[src/hw/rtl/ostt_pkg.sv]
// Shared types and constants for the one-shot timeout timer.
// No dependencies; every other file of the block refers to it by scoped names.
package ostt_pkg;

    localparam int TICKS_W = 24;

    localparam logic [TICKS_W-1:0] MAX_TIMEOUT_RESET = {TICKS_W{1'b1}};

    typedef enum logic [1:0] {
        OP_TICK      = 2'd0,
        OP_ARM       = 2'd1,
        OP_ARM_NEVER = 2'd2,
        OP_QUERY     = 2'd3
    } opcode_t;

    typedef struct packed {
        opcode_t              opcode;
        logic [TICKS_W-1:0]   duration_ticks;
    } cmd_t;

    typedef struct packed {
        logic                 expired;
        logic                 never_expires;
        logic [TICKS_W-1:0]   remaining_ticks;
        logic                 elapsed_valid;
        logic [TICKS_W-1:0]   elapsed_ticks;
    } rsp_t;

endpackage

[src/hw/rtl/ostt_cmd_if.sv]
// Command channel of the one-shot timeout timer: valid/ready plus payload.
// Depends on ostt_pkg for the opcode type and field width.
interface ostt_cmd_if;
    logic                          valid;
    logic                          ready;
    ostt_pkg::opcode_t             opcode;
    logic [ostt_pkg::TICKS_W-1:0]  duration_ticks;

    modport source (output valid, output opcode, output duration_ticks, input ready);
    modport sink   (input valid, input opcode, input duration_ticks, output ready);
endinterface

[src/hw/rtl/ostt_rsp_if.sv]
// Response channel of the one-shot timeout timer: valid/ready plus payload.
// Depends on ostt_pkg for the field width.
interface ostt_rsp_if;
    logic                          valid;
    logic                          ready;
    logic                          expired;
    logic                          never_expires;
    logic [ostt_pkg::TICKS_W-1:0]  remaining_ticks;
    logic                          elapsed_valid;
    logic [ostt_pkg::TICKS_W-1:0]  elapsed_ticks;

    modport source (output valid, output expired, output never_expires,
                    output remaining_ticks, output elapsed_valid,
                    output elapsed_ticks, input ready);
    modport sink   (input valid, input expired, input never_expires,
                    input remaining_ticks, input elapsed_valid,
                    input elapsed_ticks, output ready);
endinterface

[src/hw/rtl/ostt_cmd_reg.sv]
// Input register of the one-shot timeout timer: captures one command.
// Depends on ostt_pkg (cmd_t).
module ostt_cmd_reg (
    input  logic           clk,
    input  logic           rst_n,
    input  logic           in_valid,
    output logic           in_ready,
    input  ostt_pkg::cmd_t in_cmd,
    output logic           out_valid,
    input  logic           out_take,
    output ostt_pkg::cmd_t out_cmd
);

    logic           valid_reg;
    logic           valid_next;
    ostt_pkg::cmd_t cmd_reg;

    assign in_ready   = !valid_reg || out_take;
    assign valid_next = (valid_reg && !out_take) || in_valid;

    always_ff @(posedge clk or negedge rst_n)
    begin
        if (!rst_n)
        begin
            valid_reg <= 1'b0;
        end
        else if (in_ready)
        begin
            valid_reg <= valid_next;
        end
    end

    always_ff @(posedge clk)
    begin
        if (in_valid && in_ready)
        begin
            cmd_reg <= in_cmd;
        end
    end

    assign out_valid = valid_reg;
    assign out_cmd   = cmd_reg;

endmodule

[src/hw/rtl/ostt_core.sv]
// Timer state and single-pass execution of one command per cycle while exec is high.
// Holds tick counter, timer mode, start/deadline and the max timeout register.
// Depends on ostt_pkg (cmd_t, rsp_t, opcode_t).
module ostt_core #(
    parameter longint unsigned WRAP_COUNT = 64'd16777216
) (
    input  logic                          clk,
    input  logic                          rst_n,
    input  logic                          exec,
    input  ostt_pkg::cmd_t                cmd,
    input  logic                          cfg_we,
    input  logic [ostt_pkg::TICKS_W-1:0]  cfg_wdata,
    output ostt_pkg::rsp_t                rsp
);

    localparam int TICK_W = (WRAP_COUNT > 64'd1) ? $clog2(WRAP_COUNT) : 1;
    localparam int CALC_W = ((TICK_W > ostt_pkg::TICKS_W) ? TICK_W : ostt_pkg::TICKS_W) + 1;
    localparam logic [CALC_W-1:0] WRAP_EXT = CALC_W'(WRAP_COUNT);
    localparam logic [TICK_W-1:0] TICK_LAST = TICK_W'(WRAP_COUNT - 64'd1);

    typedef enum logic [1:0] {
        MODE_UNINIT = 2'd0,
        MODE_NEVER  = 2'd1,
        MODE_ACTIVE = 2'd2,
        MODE_DONE   = 2'd3
    } mode_t;

    logic [ostt_pkg::TICKS_W-1:0] max_reg;
    logic [TICK_W-1:0]            tick_reg;
    logic [TICK_W-1:0]            tick_next;
    mode_t                        mode_reg;
    mode_t                        mode_next;
    logic [TICK_W-1:0]            start_reg;
    logic [TICK_W-1:0]            start_next;
    logic [CALC_W-1:0]            deadline_reg;
    logic [CALC_W-1:0]            deadline_next;

    logic [CALC_W-1:0]            tick_ext;
    logic [CALC_W-1:0]            now;
    logic [CALC_W-1:0]            since_start;
    logic [CALC_W-1:0]            to_deadline;
    logic [ostt_pkg::TICKS_W-1:0] dur_clamped;
    logic                         past_deadline;

    // Time is unwrapped against the start tick: a tick below start has wrapped.
    assign tick_ext      = CALC_W'(tick_reg);
    assign now           = tick_ext + ((tick_reg < start_reg) ? WRAP_EXT : '0);
    assign since_start   = now - CALC_W'(start_reg);
    assign to_deadline   = deadline_reg - now;
    assign past_deadline = (now >= deadline_reg);
    assign dur_clamped   = (cmd.duration_ticks > max_reg) ? max_reg : cmd.duration_ticks;

    always_comb
    begin
        tick_next     = tick_reg;
        mode_next     = mode_reg;
        start_next    = start_reg;
        deadline_next = deadline_reg;
        case (cmd.opcode)
            ostt_pkg::OP_TICK:
            begin
                tick_next = (tick_reg == TICK_LAST) ? '0 : tick_reg + TICK_W'(1);
            end
            ostt_pkg::OP_ARM:
            begin
                mode_next     = MODE_ACTIVE;
                start_next    = tick_reg;
                deadline_next = tick_ext + CALC_W'(dur_clamped);
            end
            ostt_pkg::OP_ARM_NEVER:
            begin
                mode_next  = MODE_NEVER;
                start_next = tick_reg;
            end
            ostt_pkg::OP_QUERY:
            begin
                if (mode_reg == MODE_UNINIT || (mode_reg == MODE_ACTIVE && past_deadline))
                begin
                    mode_next = MODE_DONE;
                end
            end
            default:
            begin
                mode_next = mode_reg;
            end
        endcase
    end

    always_comb
    begin
        rsp.expired         = (mode_reg == MODE_UNINIT) || (mode_reg == MODE_DONE)
                              || (mode_reg == MODE_ACTIVE && past_deadline);
        rsp.never_expires   = (mode_reg == MODE_NEVER);
        rsp.remaining_ticks = (mode_reg == MODE_ACTIVE && !past_deadline)
                              ? to_deadline[ostt_pkg::TICKS_W-1:0] : '0;
        rsp.elapsed_valid   = (mode_reg != MODE_UNINIT);
        rsp.elapsed_ticks   = (mode_reg != MODE_UNINIT)
                              ? since_start[ostt_pkg::TICKS_W-1:0] : '0;
    end

    always_ff @(posedge clk or negedge rst_n)
    begin
        if (!rst_n)
        begin
            max_reg      <= ostt_pkg::MAX_TIMEOUT_RESET;
            tick_reg     <= '0;
            mode_reg     <= MODE_UNINIT;
            start_reg    <= '0;
            deadline_reg <= '0;
        end
        else
        begin
            if (cfg_we)
            begin
                max_reg <= cfg_wdata;
            end
            if (exec)
            begin
                tick_reg     <= tick_next;
                mode_reg     <= mode_next;
                start_reg    <= start_next;
                deadline_reg <= deadline_next;
            end
        end
    end

endmodule

[src/hw/rtl/ostt_rsp_reg.sv]
// Result register of the one-shot timeout timer: holds one query response.
// Depends on ostt_pkg (rsp_t).
module ostt_rsp_reg (
    input  logic           clk,
    input  logic           rst_n,
    input  logic           load,
    input  ostt_pkg::rsp_t in_rsp,
    output logic           can_load,
    output logic           out_valid,
    input  logic           out_ready,
    output ostt_pkg::rsp_t out_rsp
);

    logic           valid_reg;
    ostt_pkg::rsp_t rsp_reg;

    assign can_load = !valid_reg || out_ready;

    always_ff @(posedge clk or negedge rst_n)
    begin
        if (!rst_n)
        begin
            valid_reg <= 1'b0;
        end
        else if (can_load)
        begin
            valid_reg <= load;
        end
    end

    always_ff @(posedge clk)
    begin
        if (load && can_load)
        begin
            rsp_reg <= in_rsp;
        end
    end

    assign out_valid = valid_reg;
    assign out_rsp   = rsp_reg;

endmodule

[src/hw/rtl/one_shot_timeout_timer_unit.sv]
// One-shot timeout timer on a wrapping tick counter. Every command transaction
// lands in a command register; from there the timer core executes it in one
// pass (tick, arm, arm-never or query) and a query writes its response into
// the result register, so a query passes the command register and then the
// result register before its response is valid. The block sustains one
// command per cycle while no response stalls: the only loop is the
// update of the timer state, and the result register lets the
// next command execute while an earlier response still waits. A stalled
// response only stops another query from executing; that stall then backs up
// into the command register. The tick counter runs 0..WRAP_COUNT-1; elapsed
// and remaining ticks are reported modulo 2^24. max_timeout_ticks (reset all
// ones) clamps armed durations and is written through cfg_we/cfg_wdata; the user
// must write it only while the block is idle, which the block does not enforce.
// Depends on ostt_pkg, ostt_cmd_if, ostt_rsp_if, ostt_cmd_reg, ostt_core, ostt_rsp_reg.
module one_shot_timeout_timer_unit #(
    parameter longint unsigned WRAP_COUNT = 64'd16777216
) (
    input  logic                          clk,
    input  logic                          rst_n,
    ostt_cmd_if.sink                      cmd,
    ostt_rsp_if.source                    rsp,
    input  logic                          cfg_we,
    input  logic [ostt_pkg::TICKS_W-1:0]  cfg_wdata
);

    ostt_pkg::cmd_t cmd_in;
    ostt_pkg::cmd_t cmd_q;
    logic           cmd_valid_q;
    logic           advance;
    logic           rsp_load;
    logic           rsp_can_load;
    ostt_pkg::rsp_t core_rsp;
    ostt_pkg::rsp_t rsp_q;

    assign cmd_in.opcode         = cmd.opcode;
    assign cmd_in.duration_ticks = cmd.duration_ticks;

    ostt_cmd_reg u_cmd_reg (
        .clk       (clk),
        .rst_n     (rst_n),
        .in_valid  (cmd.valid),
        .in_ready  (cmd.ready),
        .in_cmd    (cmd_in),
        .out_valid (cmd_valid_q),
        .out_take  (advance),
        .out_cmd   (cmd_q)
    );

    // Non-query commands never wait; a query waits only for the result slot.
    assign advance  = cmd_valid_q && ((cmd_q.opcode != ostt_pkg::OP_QUERY) || rsp_can_load);
    assign rsp_load = advance && (cmd_q.opcode == ostt_pkg::OP_QUERY);

    ostt_core #(
        .WRAP_COUNT (WRAP_COUNT)
    ) u_core (
        .clk       (clk),
        .rst_n     (rst_n),
        .exec      (advance),
        .cmd       (cmd_q),
        .cfg_we    (cfg_we),
        .cfg_wdata (cfg_wdata),
        .rsp       (core_rsp)
    );

    ostt_rsp_reg u_rsp_reg (
        .clk       (clk),
        .rst_n     (rst_n),
        .load      (rsp_load),
        .in_rsp    (core_rsp),
        .can_load  (rsp_can_load),
        .out_valid (rsp.valid),
        .out_ready (rsp.ready),
        .out_rsp   (rsp_q)
    );

    assign rsp.expired         = rsp_q.expired;
    assign rsp.never_expires   = rsp_q.never_expires;
    assign rsp.remaining_ticks = rsp_q.remaining_ticks;
    assign rsp.elapsed_valid   = rsp_q.elapsed_valid;
    assign rsp.elapsed_ticks   = rsp_q.elapsed_ticks;

    // An executed query always shows up as a response on the next cycle.
    assert property (@(posedge clk) disable iff (!rst_n) rsp_load |=> rsp.valid)
        else $error("executed query produced no response");

    // A response that is still pending is never overwritten.
    assert property (@(posedge clk) disable iff (!rst_n)
        rsp_load |-> (!rsp.valid || rsp.ready))
        else $error("response overwritten while stalled");

    // Commands back up only when a held command could not execute.
    assert property (@(posedge clk) disable iff (!rst_n)
        !cmd.ready |-> (cmd_valid_q && !advance))
        else $error("command port stalled without a blocked command");

    // An expired response never reports remaining time or never-expire.
    assert property (@(posedge clk) disable iff (!rst_n)
        (rsp.valid && rsp.expired) |-> (rsp.remaining_ticks == '0 && !rsp.never_expires))
        else $error("expired response carries remaining ticks");

endmodule

[src/flat_wrapper.sv]
// flat-port wrapper written by rule: the top's interface ports become plain ports
module one_shot_timeout_timer_unit_flat 
#(
    parameter longint unsigned WRAP_COUNT = 64'd16777216
)
  (clk, rst_n, cfg_we, cfg_wdata, cmd_valid, cmd_opcode, cmd_duration_ticks, cmd_ready, rsp_valid, rsp_expired, rsp_never_expires, rsp_remaining_ticks, rsp_elapsed_valid, rsp_elapsed_ticks, rsp_ready);
  ostt_cmd_if cmd_i ();
  ostt_rsp_if rsp_i ();
  input  logic clk;
  input  logic rst_n;
  input  logic cfg_we;
  input  logic [ostt_pkg::TICKS_W-1:0] cfg_wdata;
  input wire logic [$bits(cmd_i.valid)-1:0] cmd_valid;
  input wire logic [$bits(cmd_i.opcode)-1:0] cmd_opcode;
  input wire logic [$bits(cmd_i.duration_ticks)-1:0] cmd_duration_ticks;
  output wire logic [$bits(cmd_i.ready)-1:0] cmd_ready;
  output wire logic [$bits(rsp_i.valid)-1:0] rsp_valid;
  output wire logic [$bits(rsp_i.expired)-1:0] rsp_expired;
  output wire logic [$bits(rsp_i.never_expires)-1:0] rsp_never_expires;
  output wire logic [$bits(rsp_i.remaining_ticks)-1:0] rsp_remaining_ticks;
  output wire logic [$bits(rsp_i.elapsed_valid)-1:0] rsp_elapsed_valid;
  output wire logic [$bits(rsp_i.elapsed_ticks)-1:0] rsp_elapsed_ticks;
  input wire logic [$bits(rsp_i.ready)-1:0] rsp_ready;
  assign cmd_i.valid = cmd_valid;
  assign cmd_i.opcode = cmd_opcode;
  assign cmd_i.duration_ticks = cmd_duration_ticks;
  assign cmd_ready = cmd_i.ready;
  assign rsp_valid = rsp_i.valid;
  assign rsp_expired = rsp_i.expired;
  assign rsp_never_expires = rsp_i.never_expires;
  assign rsp_remaining_ticks = rsp_i.remaining_ticks;
  assign rsp_elapsed_valid = rsp_i.elapsed_valid;
  assign rsp_elapsed_ticks = rsp_i.elapsed_ticks;
  assign rsp_i.ready = rsp_ready;
  one_shot_timeout_timer_unit #(.WRAP_COUNT(WRAP_COUNT)) u_core (.clk(clk), .rst_n(rst_n), .cmd(cmd_i), .rsp(rsp_i), .cfg_we(cfg_we), .cfg_wdata(cfg_wdata));
endmodule
[config.mk]
export PLATFORM = sky130hd
export DESIGN_NAME = one_shot_timeout_timer_unit_flat
export DESIGN_NICKNAME = d
export VERILOG_FILES = /design/src/hw/rtl/ostt_pkg.sv /design/src/hw/rtl/ostt_cmd_if.sv /design/src/hw/rtl/ostt_rsp_if.sv /design/src/hw/rtl/ostt_cmd_reg.sv /design/src/hw/rtl/ostt_core.sv /design/src/hw/rtl/ostt_rsp_reg.sv /design/src/hw/rtl/one_shot_timeout_timer_unit.sv /design/src/flat_wrapper.sv
export SDC_FILE = /design/constraint.sdc
export NUM_CORES = 1
export LEC_CHECK = 0
export ABC_CLOCK_PERIOD_IN_PS = 5800
export BUFFER_PORTS_ARGS = -buffer_cell sky130_fd_sc_hd__clkbuf_2
export CAP_MARGIN = 10
export CORE_MARGIN = 2
export CORE_UTILIZATION = 50
export DETAILED_ROUTE_END_ITERATION = 12
export PLACE_DENSITY_LB_ADDON = 0.25
export SYNTH_ARGS = -nofsm -noshare
export SYNTH_HDL_FRONTEND = slang
export SYNTH_SLANG_ARGS = --single-unit
[constraint.sdc]
create_clock -name clk -period 5.8 [get_ports clk]
set_input_delay 1.16 -clock clk [delete_from_list [all_inputs] [get_ports clk]]
set_output_delay 1.16 -clock clk [all_outputs]
set_load 0.01 [all_outputs]
Yosys cells after proc, flatten, opt, wreduce, memory -nomap -nowiden
Index checks and enable logic that the tools add are counted.
{"block": "word_totals", "regBits": 178, "inputBits": 55, "output_inout_bits": 53, "word_cells": 63}
{"block": "op_classes", "addsub": 5, "order_cmp": 3, "eq_ne": 9, "n_mux": 5, "reduce_logical": 27}
{"cell": "2-to-1 mux 24 bit", "count": 2}
{"cell": "subtractor 24 bit", "count": 2}
{"cell": "adder 24 x 24 -> 25 bit", "count": 1}
{"cell": "adder 24 x 25 -> 25 bit", "count": 1}
{"cell": "greater-or-equal comparator 25 bit", "count": 1}
{"cell": "2-to-1 mux 25 bit", "count": 1}
{"cell": "adder 24 x 1 -> 24 bit (second input constant)", "count": 1}
{"cell": "== test 24 bit (second input constant)", "count": 1}
{"cell": "> comparator 24 bit", "count": 1}
{"cell": "< comparator 24 bit", "count": 1}
{"cell": "== test 2 bit (second input constant)", "count": 4}
{"cell": "logical AND 1 bit", "count": 7}
{"cell": "logical OR 1 bit", "count": 7}
{"cell": "one-hot mux 2 bit (3 select lines)", "count": 1}
{"cell": "AND reduction 2 bit", "count": 3}
{"cell": "== test 2 x 1 -> 1 bit (second input constant)", "count": 2}
{"cell": "zero test 1 bit", "count": 4}
{"cell": "zero test 2 bit", "count": 2}
{"cell": "AND reduction 3 bit", "count": 1}
{"cell": "nonzero test 3 bit", "count": 1}
{"cell": "2-to-1 mux 2 bit", "count": 1}
{"cell": "inequality test 2 x 1 -> 1 bit (second input constant)", "count": 1}
{"cell": "inequality test 2 bit (second input constant)", "count": 1}
{"cell": "nonzero test 2 bit", "count": 1}
{"cell": "OR reduction 2 bit", "count": 1}

Logic depth before layout (Yosys ltp)
{"block": "logic_depth", "ltp_word": 8, "ltp_mapped": 25, "mapped_depth_nobuf": 23}

Modules after synthesis
A second synthesis with hierarchy kept.
{"block": "unflattened", "cells_unflattened": 1185, "area_unflattened_um2": 11561.1}
{"module": "ostt_core", "instances": 1, "cells_each": 1096, "area_each_um2": 9122.5, "seq_area_each_um2": 2507.4}
{"module": "ostt_rsp_reg", "instances": 1, "cells_each": 55, "area_each_um2": 1585.3, "seq_area_each_um2": 1556.5}
{"module": "ostt_cmd_reg", "instances": 1, "cells_each": 30, "area_each_um2": 834.6, "seq_area_each_um2": 805.8}
{"module": "one_shot_timeout_timer_unit", "instances": 1, "cells_each": 4, "area_each_um2": 18.8, "seq_area_each_um2": 0.0}

Least setup slack after synthesis
No wires, ideal clock.
{"block": "synth_timing", "path_type": "register -> register", "startpoint": "register u_core.u_core.max_reg[1] (netlist bit)", "endpoint": "register u_core.u_core.deadline_reg[18]", "arrival_time_ps": 5157, "t_required_ps": 5731, "setup_slack_ps": 574, "stages_incl_launch_ff": 26, "n_path_buf": 2, "period_less_slack_ps": 5226, "cell_sequence": "dfstp_2 inv_1 ha_1 nor2b_1 o21a_1 o21a_1 o21a_1 o21a_1 o2111ai_1 a21oi_1 a211o_1 clkbuf_1 buf_1 mux2_2 ha_1 inv_1 fa_1 nor2b_1 o21ai_2 a21oi_1 or4_1 and2_1 o211a_1 o31a_1 or4_1 nand3_1"}
{"block": "synth_via", "elab_chain_len": 3}
{"item": "start: declaration", "line": "ostt_core.sv:28", "text": "logic [ostt_pkg::TICKS_W-1:0] max_reg;"}
{"item": "start signal: assignment", "line": "ostt_core.sv:105", "text": "max_reg <= ostt_pkg::MAX_TIMEOUT_RESET;"}
{"item": "start signal: assignment", "line": "ostt_core.sv:115", "text": "max_reg <= cfg_wdata;"}
{"item": "> comparator 24 bit", "line": "ostt_core.sv:51", "text": "assign dur_clamped = (cmd.duration_ticks > max_reg) ? max_reg : cmd.duration_ticks;"}
{"item": "2-to-1 mux 24 bit *", "line": "ostt_core.sv:51"}
{"item": "adder 24 x 24 -> 25 bit *", "line": "ostt_core.sv:68", "text": "deadline_next = tick_ext + CALC_W'(dur_clamped);"}
{"item": "end signal: assignment", "line": "ostt_core.sv:122", "text": "deadline_reg <= deadline_next;"}
{"item": "end: declaration", "line": "ostt_core.sv:35", "text": "logic [CALC_W-1:0] deadline_reg;"}
Mark *: on every way between the ends. The rest lies on a longest branch, timed or not.
A chain may end at the register's enable or synchronous reset.

Worst setup path in the final report
Ends and elaborated chain as after synthesis.

==> impl_metrics.env <==
export IMPL_seqPwrFrac=0.363
export IMPL_ff2ff_setup_slack_ps=330
export IMPL_relSlewSlack=0.3943
export IMPL_final_nets=1514
export IMPL_wl_um=25600
export IMPL_fin_setup_tns_ps=0
export IMPL_final_min_clock_period_ps=5471
export IMPL_num_io_pins=108
export IMPL_dr_pass1_iters=5
export IMPL_critPathMaxFanout=11
export IMPL_fp_coreArea_sq_um=22780
export IMPL_yosysSeqAreaShare=0.4174
export IMPL_post_route_cell_area_sq_um=13160
export IMPL_avgSynthCellArea_sq_um=9.540
export IMPL_dpl_hpwl_um=19850
export IMPL_worstPathRequired_ps=6170
export IMPL_final_cell_mix="129 x ha_1, 121 x inv_1, 113 x o21ai_0"
export IMPL_clk_latency_ps=430
export IMPL_drtIter0Drc=624
export IMPL_area_growth_syn_to_layout_pct=12.78
export IMPL_tightest_slew_ps=908.6
export IMPL_cts_buffers_inserted=17
export IMPL_largest_register_ffs=51
export IMPL_drive_gt1_frac=0.1590
export IMPL_met3_usage=0.02492
export IMPL_outcome="finished, final reports clean"
export IMPL_syn_instance_count=1223
export IMPL_ys_ff_latch=178
export IMPL_hold_viol=0
export IMPL_synth_cell_type_count=63
export IMPL_peakVddDrop_uv=192.2
export IMPL_syn_nets=1410
export IMPL_synth_area_sq_um=11670
export IMPL_port_buffers=107
export IMPL_p_sw_frac=0.3533
export IMPL_antenna_found_initial=0
export IMPL_grt_use_met2=0.3415
export IMPL_skew_ps=9.231
export IMPL_intPower_uw=2991
export IMPL_period_share=0.9432
export IMPL_utilization=0.5777
export IMPL_reg2reg_depth=23
export IMPL_num_rows=55
export IMPL_place_gp_congestion=0.9092
export IMPL_r2r_start="u_core.u_core.max_reg[1]"
export IMPL_clkTransAtPathRegs_ps=60
export IMPL_power_density_nw_per_um2=351.5
export IMPL_startpoint_type="register"
export IMPL_synthArstFlopShare=0.5674
export IMPL_cts_tree="built"
export IMPL_setup_viol=0
export IMPL_min_path_cells=2
export IMPL_p_leak_uw=0.005962
export IMPL_use_met1=0.3201
export IMPL_cts_htree_levels=4
export IMPL_ys_warnings_count=0
export IMPL_min_delay_start="u_core.u_core.start_reg[10]"
export IMPL_die_area_sq_um=24570
export IMPL_drcViolationCount=0
export IMPL_rsz0062_at_grt="no"
export IMPL_postCtsHoldBufs=0
export IMPL_vias=8746
export IMPL_post_drt_wl_per_cell_um=15.49
export IMPL_setup_slack_ps=329.3
export IMPL_cts_root_buf="clkbuf_16"
export IMPL_pwr_share_clk=0.250
export IMPL_cap_violations=0
export IMPL_pwr_share_comb=0.387
export IMPL_die_y_um=156.8
export IMPL_diodes=0
export IMPL_cp_end_kind="register"
export IMPL_hold_ws_ps=474.8
export IMPL_post_place_ws_ps=426.0
export IMPL_die_x_um=156.8
export IMPL_hold_path_endpoint="u_core.u_core.start_reg[10]"
export IMPL_maxSlewViolCount=0
export IMPL_ctsLongestPathBuffers=2
export IMPL_fmax_ghz=0.1828
export IMPL_grt_pass1_vias=8532
export IMPL_n_fill_cell=2090
export IMPL_power_switching_uw=1634
export IMPL_grt_pass1_wl_um=42650
export IMPL_synth_top_flop_cell="edfxtp_1"
export IMPL_cts_sinks=178
export IMPL_vias_per_cell=5.291
export IMPL_grt_overflow=0
export IMPL_critPathKind="reg2reg"
export IMPL_grt_start_max_net_pins=72
export IMPL_gr_max_usage_layer="met2"
export IMPL_synth_edf_count=77
export IMPL_arrival_ps=5840
export IMPL_ant_nets=0
export IMPL_placed_area_sq_um=12530
export IMPL_globalRouteTotalUtil=0.2196
export IMPL_start_util=0.5122
export IMPL_layout_commonest_cell="ha_1"
export IMPL_rr_endpoint="u_core.u_core.deadline_reg[18]"
export IMPL_hp_class="reg2reg"
## metal layers
metal	vias up	routed length, um
met2	199	11040
met5	-	0
met3	32	902
li1	4513	-
met1	4002	13110
met4	0	547
## power groups by stage
stage,Clock [uW],Sequential [uW],Combinational (uW)
floorplan,0,1670,1370
global placement,0,1690,1730
detailed placement,0,1700,1770
CTS,1180,1680,1780
global route,1230,1700,2040
finish,1160,1680,1790
## stage by stage
step,power (uW),std cells
after floorplan,3040,1223
after global placement,3426,1620
after detailed placement,3469,1620
after CTS,4643,1652
after global routing,4968,1653
final,4625,1653
## kinds of logic (layout without fill, tap and decap cells)
logic type / Yosys count / in the layout / share of synthesized area
compound gates: 300 / 300 / 0.1576
xor+xnor: 66 / 66 / 0.04954
fa+ha+maj: 132 / 132 / 0.1435
buf+inv: 153 / 270 / 0.05072
flops: 178 / 178 / 0.4174
mux: 34 / 34 / 0.03228
simple gates: 360 / 360 / 0.1490
## cell usage after synthesis, drive strengths merged (9+ instances only)
master  number  area, sq um
nor3        28        140.1
and2         9        56.30
a21o        43        322.8
dfstp       24        630.6
nand3       27        135.1
nor2        89        334.1
and3        10        67.56
mux2        29        326.6
nand2b      15        93.84
nor3b       10        75.07
a31oi       11        68.82
a21oi       67        335.3
o21a        14        105.1
nand2      112        420.4
edfxtp      77         2312
dfrtp       77         1927
xor2        18        157.7
ha         129         1614
nor2b       17        106.4
xnor2       48        420.4
clkbuf      25        93.84
inv        121        454.2
nand4       18        112.6
o21ai      115        583.1
## worst max path at each step
stage                                        start                        endpoint  slack (ps)  cells past startpoint
final                     u_core.u_core.max_reg[1]  u_core.u_core.deadline_reg[18]         330                     23
after global routing      u_core.u_core.max_reg[1]  u_core.u_core.deadline_reg[21]         0.9                     21
after CTS                 u_core.u_core.max_reg[1]  u_core.u_core.deadline_reg[21]         310                     21
after detailed placement  u_core.u_core.max_reg[1]  u_core.u_core.deadline_reg[18]         430                     23
after global placement    u_core.u_core.max_reg[1]  u_core.u_core.deadline_reg[18]         540                     23
after floorplan           u_core.u_core.max_reg[1]  u_core.u_core.deadline_reg[18]         570                     25
## critical path: stages, from the launching register on
cell and delay (ps):
dfstp_2 540, inv_1 50, ha_1 300, nor2b_1 130
o21a_1 160, o21a_1 160, o21a_1 160, o21a_1 170
o2111ai_1 190, a21oi_1 100, a211o_1 420, mux2_2 360
ha_1 220, inv_1 80, fa_1 210, nor2b_1 80
o21ai_2 120, a21oi_1 110, or4_1 520, and2_1 210
o211a_1 290, o31a_1 290, or4_1 470, nand3_1 90
## what timing repair did
item / CTS / global route
setup endpoints to repair: 0 / 1
setup buffers: 0 / 0
gates resized for setup: 0 / 1
## cell type report
class | count | area (sq um) | area share
tap | 313 | 391.6 | 0.02976
clock inverter | 10 | 105.1 | 0.007987
inverter | 121 | 454.2 | 0.03452
clock buffer | 22 | 485.5 | 0.03689
timing repair buffer | 117 | 633.1 | 0.04811
sequential | 178 | 4870 | 0.3701
multi-input combinational | 892 | 6220 | 0.4727
No activity file was read; power rests on OpenSTA's default activity.
